===== src/design/bbpc_pkg.sv =====
// ----------------------------------------------------------------------------
// Bidirectional beam pass counter package
// Widths, register indexes and result codes that are shared by the interfaces
// and the counter.
// ----------------------------------------------------------------------------
package bbpc_pkg;

  localparam int TIME_BITS  = 32;
  localparam int COUNT_BITS = 16;
  localparam int REG_BITS   = 16;
  localparam int PULSE_BITS = 16;
  localparam int CFG_IDX_BITS = 1;

  localparam logic [REG_BITS-1:0] WINDOW_RESET = REG_BITS'(700);
  localparam logic [REG_BITS-1:0] PULSE_RESET  = REG_BITS'(1000);

  typedef enum logic [CFG_IDX_BITS-1:0] {
    CFG_WINDOW = 1'b0,
    CFG_PULSE  = 1'b1
  } cfg_index_t;

  typedef enum logic [1:0] {
    EVT_NONE = 2'd0,
    EVT_IN   = 2'd1,
    EVT_OUT  = 2'd2
  } pass_event_t;

  typedef logic [TIME_BITS-1:0]  time_t;
  typedef logic [COUNT_BITS-1:0] count_t;

endpackage


===== src/design/bbpc_in_if.sv =====
// ----------------------------------------------------------------------------
// Bidirectional beam pass counter input channel
// One word per tick, carrying the rising-edge flags of both sensors.
// ----------------------------------------------------------------------------
interface bbpc_in_if;

  logic valid;
  logic ready;
  logic edge_a;
  logic edge_b;

  modport source (output valid, output edge_a, output edge_b, input ready);
  modport sink   (input valid, input edge_a, input edge_b, output ready);

endinterface


===== src/design/bbpc_out_if.sv =====
// ----------------------------------------------------------------------------
// Bidirectional beam pass counter output channel
// One word per tick with the counts, the pulse state and the pass event.
// ----------------------------------------------------------------------------
interface bbpc_out_if;
  import bbpc_pkg::*;

  logic                  valid;
  logic                  ready;
  logic [COUNT_BITS-1:0] in_passes;
  logic [COUNT_BITS-1:0] out_passes;
  logic signed [COUNT_BITS:0] net_count;
  logic [COUNT_BITS:0]   total_count;
  logic                  pulse_out;
  logic [1:0]            pass_event;

  modport source (output valid, output in_passes, output out_passes, output net_count,
                  output total_count, output pulse_out, output pass_event, input ready);
  modport sink   (input valid, input in_passes, input out_passes, input net_count,
                  input total_count, input pulse_out, input pass_event, output ready);

endinterface


===== src/design/bidirectional_beam_pass_counter_unit.sv =====
// ----------------------------------------------------------------------------
// Bidirectional beam pass counter
// Debounces two beam sensors, pairs their edges into in and out passes and
// keeps wrapping in and out counts, with an indicator pulse after each pass.
//
//   channel   dir   handshake      payload
//   in_ch     in    valid/ready    edge_a, edge_b
//   out_ch    out   valid/ready    in_passes, out_passes, net_count,
//                                  total_count, pulse_out, pass_event
//   cfg       in    cfg_we         cfg_index, cfg_data
//
// One word is accepted every cycle while the output does not stall; a
// result passes through the input register and then the result register.
// The state and the result register advance together, so a stall
// on the output holds the input register and then drops in_ch.ready.
// Reset clears all counters, time stamps and the pulse, and loads the
// register defaults.
// ----------------------------------------------------------------------------
module bidirectional_beam_pass_counter_unit (
  input  logic                           clk,
  input  logic                           rst,
  bbpc_in_if.sink                        in_ch,
  bbpc_out_if.source                     out_ch,
  input  logic                           cfg_we,
  input  logic [bbpc_pkg::CFG_IDX_BITS-1:0] cfg_index,
  input  logic [bbpc_pkg::REG_BITS-1:0]  cfg_data
);
  import bbpc_pkg::*;

  logic [REG_BITS-1:0]   window_ticks;
  logic [REG_BITS-1:0]   pulse_ticks;

  logic                  s1_valid;
  logic                  s1_edge_a;
  logic                  s1_edge_b;

  time_t                 tick_now;
  time_t                 last_edge_a;
  time_t                 last_edge_b;
  time_t                 stamp_a;
  time_t                 stamp_b;
  logic                  armed_a;
  logic                  armed_b;
  count_t                in_total;
  count_t                out_total;
  logic [PULSE_BITS-1:0] pulse_left;

  time_t                 tick_now_next;
  time_t                 last_edge_a_next;
  time_t                 last_edge_b_next;
  time_t                 stamp_a_next;
  time_t                 stamp_b_next;
  logic                  armed_a_next;
  logic                  armed_b_next;
  count_t                in_total_next;
  count_t                out_total_next;
  logic [PULSE_BITS-1:0] pulse_left_next;
  pass_event_t           event_next;

  time_t                 window_wide;
  time_t                 age_a;
  time_t                 age_b;
  logic                  take_a;
  logic                  take_b;
  logic                  live_a;
  logic                  live_b;
  logic                  held;
  logic                  pair;

  logic                  res_valid;
  count_t                res_in_passes;
  count_t                res_out_passes;
  logic signed [COUNT_BITS:0] res_net;
  logic [COUNT_BITS:0]   res_total;
  logic                  res_pulse;
  pass_event_t           res_event;

  logic                  advance;
  logic                  s1_fire;

  assign advance      = !res_valid || out_ch.ready;
  assign s1_fire      = s1_valid && advance;
  assign in_ch.ready  = !s1_valid || advance;

  always_ff @(posedge clk) begin
    if (rst) begin
      window_ticks <= WINDOW_RESET;
      pulse_ticks  <= PULSE_RESET;
    end else if (cfg_we) begin
      case (cfg_index_t'(cfg_index))
        CFG_WINDOW: window_ticks <= cfg_data;
        CFG_PULSE:  pulse_ticks  <= cfg_data;
        default: ;
      endcase
    end
  end

  always_ff @(posedge clk) begin
    if (rst) begin
      s1_valid <= 1'b0;
    end else if (in_ch.ready) begin
      s1_valid <= in_ch.valid;
    end
  end

  always_ff @(posedge clk) begin
    if (in_ch.ready && in_ch.valid) begin
      s1_edge_a <= in_ch.edge_a;
      s1_edge_b <= in_ch.edge_b;
    end
  end

  always_comb begin
    window_wide = TIME_BITS'(window_ticks);

    take_a = s1_edge_a && ((tick_now - last_edge_a) > window_wide);
    take_b = s1_edge_b && ((tick_now - last_edge_b) > window_wide);

    last_edge_a_next = s1_edge_a ? tick_now : last_edge_a;
    last_edge_b_next = s1_edge_b ? tick_now : last_edge_b;
    stamp_a_next     = take_a ? tick_now : stamp_a;
    stamp_b_next     = take_b ? tick_now : stamp_b;

    age_a = take_a ? '0 : tick_now - stamp_a;
    age_b = take_b ? '0 : tick_now - stamp_b;

    live_a = (armed_a || take_a) && (age_a < window_wide);
    live_b = (armed_b || take_b) && (age_b < window_wide);

    held = (pulse_left != '0);
    pair = !held && live_a && live_b;

    armed_a_next   = live_a && !pair;
    armed_b_next   = live_b && !pair;
    in_total_next  = in_total;
    out_total_next = out_total;
    event_next     = EVT_NONE;
    if (held) begin
      pulse_left_next = pulse_left - 1'b1;
    end else if (pair) begin
      pulse_left_next = PULSE_BITS'(pulse_ticks);
    end else begin
      pulse_left_next = pulse_left;
    end
    if (pair) begin
      if (age_a < age_b) begin
        in_total_next = in_total + 1'b1;
        event_next    = EVT_IN;
      end else begin
        out_total_next = out_total + 1'b1;
        event_next     = EVT_OUT;
      end
    end

    tick_now_next = tick_now + 1'b1;
  end

  always_ff @(posedge clk) begin
    if (rst) begin
      tick_now    <= '0;
      last_edge_a <= '0;
      last_edge_b <= '0;
      stamp_a     <= '0;
      stamp_b     <= '0;
      armed_a     <= 1'b0;
      armed_b     <= 1'b0;
      in_total    <= '0;
      out_total   <= '0;
      pulse_left  <= '0;
    end else if (s1_fire) begin
      tick_now    <= tick_now_next;
      last_edge_a <= last_edge_a_next;
      last_edge_b <= last_edge_b_next;
      stamp_a     <= stamp_a_next;
      stamp_b     <= stamp_b_next;
      armed_a     <= armed_a_next;
      armed_b     <= armed_b_next;
      in_total    <= in_total_next;
      out_total   <= out_total_next;
      pulse_left  <= pulse_left_next;
    end
  end

  always_ff @(posedge clk) begin
    if (rst) begin
      res_valid <= 1'b0;
    end else if (advance) begin
      res_valid <= s1_valid;
    end
  end

  always_ff @(posedge clk) begin
    if (s1_fire) begin
      res_in_passes  <= in_total_next;
      res_out_passes <= out_total_next;
      res_net        <= signed'({1'b0, in_total_next} - {1'b0, out_total_next});
      res_total      <= {1'b0, in_total_next} + {1'b0, out_total_next};
      res_pulse      <= held;
      res_event      <= event_next;
    end
  end

  assign out_ch.valid       = res_valid;
  assign out_ch.in_passes   = res_in_passes;
  assign out_ch.out_passes  = res_out_passes;
  assign out_ch.net_count   = res_net;
  assign out_ch.total_count = res_total;
  assign out_ch.pulse_out   = res_pulse;
  assign out_ch.pass_event  = res_event;

endmodule


===== src/flat_wrapper.sv =====
// flat-port wrapper written by rule: the top's interface ports become plain ports
module bidirectional_beam_pass_counter_unit_flat import bbpc_pkg::*;
  (clk, rst, cfg_we, cfg_index, cfg_data, in_ch_valid, in_ch_edge_a, in_ch_edge_b, in_ch_ready, out_ch_valid, out_ch_in_passes, out_ch_out_passes, out_ch_net_count, out_ch_total_count, out_ch_pulse_out, out_ch_pass_event, out_ch_ready);
  bbpc_in_if in_ch_i ();
  bbpc_out_if out_ch_i ();
  input  logic clk;
  input  logic rst;
  input  logic cfg_we;
  input  logic [bbpc_pkg::CFG_IDX_BITS-1:0] cfg_index;
  input  logic [bbpc_pkg::REG_BITS-1:0] cfg_data;
  input wire logic [$bits(in_ch_i.valid)-1:0] in_ch_valid;
  input wire logic [$bits(in_ch_i.edge_a)-1:0] in_ch_edge_a;
  input wire logic [$bits(in_ch_i.edge_b)-1:0] in_ch_edge_b;
  output wire logic [$bits(in_ch_i.ready)-1:0] in_ch_ready;
  output wire logic [$bits(out_ch_i.valid)-1:0] out_ch_valid;
  output wire logic [$bits(out_ch_i.in_passes)-1:0] out_ch_in_passes;
  output wire logic [$bits(out_ch_i.out_passes)-1:0] out_ch_out_passes;
  output wire logic [$bits(out_ch_i.net_count)-1:0] out_ch_net_count;
  output wire logic [$bits(out_ch_i.total_count)-1:0] out_ch_total_count;
  output wire logic [$bits(out_ch_i.pulse_out)-1:0] out_ch_pulse_out;
  output wire logic [$bits(out_ch_i.pass_event)-1:0] out_ch_pass_event;
  input wire logic [$bits(out_ch_i.ready)-1:0] out_ch_ready;
  assign in_ch_i.valid = in_ch_valid;
  assign in_ch_i.edge_a = in_ch_edge_a;
  assign in_ch_i.edge_b = in_ch_edge_b;
  assign in_ch_ready = in_ch_i.ready;
  assign out_ch_valid = out_ch_i.valid;
  assign out_ch_in_passes = out_ch_i.in_passes;
  assign out_ch_out_passes = out_ch_i.out_passes;
  assign out_ch_net_count = out_ch_i.net_count;
  assign out_ch_total_count = out_ch_i.total_count;
  assign out_ch_pulse_out = out_ch_i.pulse_out;
  assign out_ch_pass_event = out_ch_i.pass_event;
  assign out_ch_i.ready = out_ch_ready;
  bidirectional_beam_pass_counter_unit u_core (.clk(clk), .rst(rst), .in_ch(in_ch_i), .out_ch(out_ch_i), .cfg_we(cfg_we), .cfg_index(cfg_index), .cfg_data(cfg_data));
endmodule

===== config.mk =====
export PLATFORM = sky130hd
export DESIGN_NAME = bidirectional_beam_pass_counter_unit_flat
export DESIGN_NICKNAME = d
export VERILOG_FILES = /design/src/design/bbpc_pkg.sv /design/src/design/bbpc_in_if.sv /design/src/design/bbpc_out_if.sv /design/src/design/bidirectional_beam_pass_counter_unit.sv /design/src/flat_wrapper.sv
export SDC_FILE = /design/constraint.sdc
export NUM_CORES = 1
export LEC_CHECK = 0
export BUFFER_PORTS_ARGS = -buffer_cell sky130_fd_sc_hd__buf_2
export CAP_MARGIN = 20
export CORE_AREA = 2 2 258 311
export CTS_CLUSTER_SIZE = 30
export DETAILED_ROUTE_END_ITERATION = 10
export DIE_AREA = 0 0 260 313
export SKIP_LAST_GASP = 1
export SYNTH_ARGS = -nofsm -noshare
export SYNTH_HDL_FRONTEND = slang
export SYNTH_SLANG_ARGS = --single-unit

===== constraint.sdc =====
create_clock -name clk -period 27.2 [get_ports clk]
set_input_delay 0 -clock clk [delete_from_list [all_inputs] [get_ports clk]]
set_output_delay 0 -clock clk [all_outputs]
set_load 0.03 [all_outputs]

## Word-level counts from Yosys, hierarchy flattened

Cells that the tools add are included.

| storage, ports and cells | value |
|---|---|
| register bits | 315 |
| input bits | 24 |
| output and inout bits | 71 |
| word-level logic and storage cells | 74 |

| operators by class | value |
|---|---|
| add/sub/neg operators | 10 |
| magnitude comparators | 5 |
| mux-type cells | 9 |
| bitwise logic cells | 1 |
| reduce and logical (&&, ||, !) cells | 27 |

Operators by type and width:

| kind | number |
|---|---|
| $sub 32x32->32 | 4 |
| $mux 16 | 6 |
| $gt 32x16->1 | 2 |
| $lt 32x16->1 | 2 |
| $mux 32 | 2 |
| $add 16x1->16 const B | 2 |
| $add 32x1->32 const B | 1 |
| $lt 32x32->1 | 1 |
| $add 16x16->17 | 1 |
| $sub 16x16->17 | 1 |
| $reduce_bool 16->1 | 1 |
| $sub 16x1->16 const B | 1 |
| $reduce_and 2->1 | 7 |
| $logic_and 1x1->1 | 10 |
| $logic_not 1->1 | 4 |
| $logic_or 1x1->1 | 4 |
| $mux 2 | 1 |
| $reduce_bool 2->1 | 1 |
| $not 1->1 | 1 |

## Depth between registers and ports, before layout

| depth | value |
|---|---|
| word-level depth | 10 |
| mapped depth | 54 |

## Worst setup path after synthesis

OpenSTA, ideal clock, no wires.

| timing path | value |
|---|---|
| path kind | register -> register |
| start point | register u_core.tick_now[1] |
| end point | register u_core.res_total[15], in the netlist u_core.out_ch.total_count[15], data pin |
| data arrival time | 9.487 ns |
| required time | 26.942 ns |
| slack | 17.455 ns |
| cell stages (with the launch flop) | 53 |
| buffers on the path | 2 |
| period minus slack after synthesis | 9.745 ns |
| path through | dfxtp_1 -> ha_1 -> nor2b_1 -> o31a_1 -> o21a_1 -> nor2_1 -> nor2b_1 -> o21ai_0 -> nand2b_1 -> a21o_1 -> a21oi_1 -> xnor2_1 -> ha_1 -> a21oi_1 -> o21a_1 -> o221ai_1 -> a21oi_1 -> o2111a_1 -> [17 not listed] -> nand4_1 -> buf_2 -> nor2_2 -> mux2_2 -> ha_1 -> a21o_1 -> a21oi_1 -> o21bai_1 -> a21oi_1 -> o21bai_1 -> a21oi_1 -> o21bai_1 -> a21oi_1 -> o31ai_1 -> a211oi_1 -> o21bai_1 -> a21oi_1 -> xnor2_1 |

| on the way | value |
|---|---|
| word-level cells in the longest chain between the ends | 10 |
| elaborated cells between the ends (all ways) | 24 |
| classes of those cells | add/sub (5); order compare (5); mux (6); reduce/logical (8) |

RTL lines:

| item | RTL line | text |
|---|---|---|
| start, declared | bidirectional_beam_pass_counter_unit.sv:37 | `time_t tick_now;` |
| start signal, assigned | bidirectional_beam_pass_counter_unit.sv:171 | `tick_now <= tick_now_next;` |
| $sub 32x32->32 | bidirectional_beam_pass_counter_unit.sv:116 | `take_a = s1_edge_a && ((tick_now - last_edge_a) > window_wide);` |
| $gt 32x16->1 | bidirectional_beam_pass_counter_unit.sv:116 |  |
| $logic_and 1x1->1 | bidirectional_beam_pass_counter_unit.sv:116 |  |
| $mux 32 | bidirectional_beam_pass_counter_unit.sv:124 | `age_a = take_a ? '0 : tick_now - stamp_a;` |
| $lt 32x16->1 | bidirectional_beam_pass_counter_unit.sv:127 | `live_a = (armed_a \|\| take_a) && (age_a < window_wide);` |
| $logic_and 1x1->1 | bidirectional_beam_pass_counter_unit.sv:127 |  |
| $logic_and 1x1->1 (2 in a row) | bidirectional_beam_pass_counter_unit.sv:131 | `pair = !held && live_a && live_b;` |
| $mux 16 * | bidirectional_beam_pass_counter_unit.sv:145 | `if (pair) begin` |
| named net u_core.in_total_next[1] | bidirectional_beam_pass_counter_unit.sv:55 | `count_t in_total_next;` |
| $add 16x16->17 * | bidirectional_beam_pass_counter_unit.sv:197 | `res_total <= {1'b0, in_total_next} + {1'b0, out_total_next};` |
| end signal, assigned | bidirectional_beam_pass_counter_unit.sv:197 |  |
| end, declared | bidirectional_beam_pass_counter_unit.sv:74 | `logic [COUNT_BITS:0] res_total;` |

Mark *: on every way through the listed nets, which the timed path passes. The rest lies on a longest branch.
A chain may end at the register's enable or synchronous reset.

## Worst setup path after layout

| timing path | value |
|---|---|
| start point | register u_core.tick_now[0] |
| end point | register u_core.res_total[15], in the netlist u_core.out_ch.total_count[15], data pin |

Same word-level chain as after synthesis.

==> summary.txt <==
Run status
  – Outcome: completed

Routing
  – Vias per cell: 5.28
  – DRT Pass-1 Iters: 5
  – Violation count after the first detailed-routing iteration: 1346
  – ANT nets after route: 0
  – WL final: 72400 um
  – WL per Instance: 17.3 um
  – Drt drc: 0
  – Vias post-DR: 22.1k

Critical path
  – Critical Path RT: 27.52 ns
  – Worst path slowest cell: and4_1
  – Setup crit end kind: flip-flop
  – CP max stage delay: 0.55 ns
  – WS Path Type: flip-flop to flip-flop
  – Critical Path Fanout Max: 31
  – Critical Path AT: 12.01 ns
  – Most used cell, CP: a21oi_1
  – Critical Path Source Type: flip-flop

Global route
  – Total GRT Usage: 17.4%
  – Global route total overflow: 0
  – Number of global-route vias before repair: 20.9k
  – Pin count of the biggest net entering global routing: 92
  – Global-route wire length before repair: 114000 um
  – Initial antenna violation count: 0

STA
  – Setup repair after global routing missed its margin: false
  – Minimum period implied by the final worst setup slack: 11.69 ns
  – Final cycle utilization of the critical path: 43.0%
  – Slew @ Worst Pin: 1.13 ns
  – Fmax: 0.0855 GHz
  – Final setup fails: 0
  – Final Hold Viols: 0
  – Setup ws final: 15.51 ns
  – Clock Skew: 0.0105 ns
  – TNS Setup: 0 ns
  – Slew Limit Headroom: 24.6%
  – Max-slew violations: 0

Placement
  – IO buf count: 94
  – GP Congestion: 0.893
  – Setup Slack @ Placement: 15.22 ns
  – Detailed Place HPWL: 54900 um
  – Placed instance area: 25700 um^2

Floorplan
  – Die ar.: 81400 um^2
  – Initial Util: 30.8%
  – I/O pin cnt: 95
  – Chip Height: 313 um
  – Die width: 260 um
  – CORE AREA: 78500 um^2
  – Rows: 113

Run
  – Max_cap viols: 0

Logic synthesis
  – Mapped Nets: 3337
  – Mapped Cells: 3056
  – Post-Syn Area per Cell: 7.91 um^2
  – Largest family of logic cells by synthesized area: compound AO/OA/AOI/OAI gates
  – Post-synth cell types: 89
  – Sequential-to-total area share from yosys stat: 28.9%
  – Synthesized cell area: 24200 um^2
  – Compound-Gate Fraction of Synth Area: 21.4%
  – Main flop type after synthesis: dfxtp_1
  – Post-synth EDFFs: 70
  – Mux cell area share after synthesis: 2.95%
  – Yosys warns: 0
  – Adder-cell share of the synthesized area: 13.5%
  – #FFs+latches synth: 314
  – Synth async-reset ratio: 0%
  – Simple-gate share of the synthesized area: 21.1%
  – Post-Synth XOR/XNOR Area: 6.66%

Clocking
  – H-tree depth: 2
  – CTS tree: yes
  – Clk_lat worst skew: 0.57 ns
  – Clk Tree Root Cell: clkbuf_16
  – CTS Buf Count: 36
  – Reg clk slew, reported paths: 0.06 ns
  – Post-CTS setup buffer count: 0
  – CTS sink cnt: 314
  – Longest Clk Path Bufs: 3

Power
  – Pwr Density: 50.3 nW/um^2
  – Worst vdd ir: 0.0000407 V
  – Pleak: 11.7 nW
  – Total design power: 1.38 mW

Layout
  – Area grow syn2layout: 13.1%
  – Final Util: 34.9%
  – Antenna diode count: 0
  – Final Cell Area: 27400 um^2
  – Layout cells sized above 1: 7.84%
  – Nets: 3403

Worst hold path
  – HP Class: input port to flip-flop
final cells by class:
| cell class | instances | area, um^2 |
|---|---|---|
| Fill cell | 8248 | 51100 |
| Multi-Input combinational cell | 2394 | 15900 |
| Sequential cell | 314 | 6990 |
| Tap cell | 1035 | 1290 |
| Timing Repair Buffer | 166 | 1130 |
| Clock buffer | 45 | 975 |
| Inverter | 210 | 791 |
| Clock inverter | 20 | 275 |
placed cells by master (no fill, tap or decap), types with 30 or more instances in the layout:
| cell type | instances |
|---|---|
| nand2_1 | 375 |
| edfxtp_1 | 70 |
| buf_2 | 93 |
| o21a_1 | 30 |
| or4_1 | 36 |
| clkbuf_16 | 36 |
| nor2_1 | 259 |
| xor2_1 | 85 |
| and3_1 | 39 |
| o21ai_0 | 113 |
| buf_4 | 39 |
| ha_1 | 251 |
| o31ai_1 | 43 |
| nand4_1 | 62 |
| a21o_1 | 68 |
| inv_1 | 208 |
| a21oi_1 | 320 |
| o211ai_1 | 30 |
| nand3_1 | 91 |
| dlygate4sd3_1 | 31 |
| dfxtp_1 | 244 |
| mux2i_1 | 60 |
| xnor2_1 | 99 |
| nor3_1 | 48 |
sequential cells by signal, summed over array words and instances (netlist names), 2 cells and up:
| register | count |
|---|---|
| u_core.out_total | 16 |
| u_core.out_ch.net_count | 16 |
| u_core.pulse_left | 16 |
| u_core.out_ch.pass_event | 2 |
| u_core.out_ch.total_count | 17 |
| u_core.tick_now | 32 |
| u_core.last_edge_b | 32 |
| u_core.window_ticks | 16 |
| u_core.stamp_a | 32 |
| u_core.out_ch.in_passes | 16 |
| u_core.last_edge_a | 32 |
| u_core.out_ch.out_passes | 16 |
| u_core.pulse_ticks | 16 |
| u_core.stamp_b | 32 |
| u_core.in_total | 16 |
cells by family (layout without fill, tap and decap cells):
| kind of cell | after synthesis | in the layout |
|---|---|---|
| fa+ha+maj | 257 | 257 |
| flops | 314 | 314 |
| buf+inv | 348 | 441 |
| simple gates | 1073 | 1073 |
| mux | 70 | 70 |
| xor+xnor | 184 | 184 |
| compound gates | 810 | 810 |
synthesized netlist by cell type (21+ instances only):
library cell / n / area (um^2)
xor2_1: 85 / 744
nand2_1: 376 / 1410
nand3_1: 91 / 455
or4_1: 36 / 270
inv_1: 209 / 785
nand4_1: 62 / 388
a31oi_1: 21 / 131
edfxtp_1: 70 / 2100
or3_1: 23 / 144
dfxtp_1: 244 / 4880
a211oi_1: 21 / 158
nand2b_1: 26 / 163
a21o_1: 68 / 510
nor2_1: 261 / 980
o21a_1: 30 / 225
o21ai_0: 114 / 571
o21bai_1: 26 / 195
nor2b_1: 27 / 169
clkbuf_1: 115 / 432
xnor2_1: 99 / 867
and3_1: 39 / 244
o31ai_1: 43 / 323
nor3_1: 49 / 245
mux2i_1: 60 / 601
o211ai_1: 30 / 225
ha_1: 251 / 3140
a21oi_1: 320 / 1600
path summary, 6_finish.rpt:
| kind | to | slack (ns) | cells past startpoint | start |
|---|---|---|---|---|
| hold / removal | u_core.window_ticks[14] | 0.08 | 5 | cfg_we |
| hold reg to reg | u_core.last_edge_a[20] | 0.45 | 2 | u_core.last_edge_a[20] |
| setup reg to reg | u_core.out_ch.total_count[15] | 15.51 | 49 | u_core.tick_now[0] |
| setup / recovery | u_core.out_ch.total_count[15] | 15.51 | 49 | u_core.tick_now[0] |
power breakdown:
| group | total [mW] | switching, mW | internal [mW] |
|---|---|---|---|
| Sequential | 0.510 | 0.0138 | 0.496 |
| Combinational | 0.342 | 0.235 | 0.107 |
| Clock | 0.525 | 0.218 | 0.306 |
critical path, delay by kind of cell (launching register included):
family | cells | cell delay, ns
AO/OA/AOI/OAI | 26 | 5.56
XOR/XNOR | 3 | 0.60
adder cells (fa/ha/maj) | 5 | 1.58
buffers and inverters | 5 | 0.93
flip-flops | 1 | 0.35
AND/OR/NAND/NOR | 10 | 2.40
layer usage:
| metal | global-route usage [%] | share of wire (%) |
|---|---|---|
| met2 | 31.1 | 49 |
| met5 | 0 | 0 |
| met4 | 5.93 | 3.6 |
| met3 | 1.95 | 3.6 |
| met1 | 21.5 | 44 |
stage by stage:
step                      hold WS (ns)  cells
after floorplan                 0.0989   3056
final                           0.0767   4184
after CTS                       0.0458   4182
after detailed placement         0.181   4086
after global placement           0.179   4086
after global routing            0.0817   4184
repair_timing:
action,CTS,global route
endpoints found under the hold margin,87,0
hold buffers,31,0
gates resized for setup,0,0
Power figures use the tool's default switching activity.
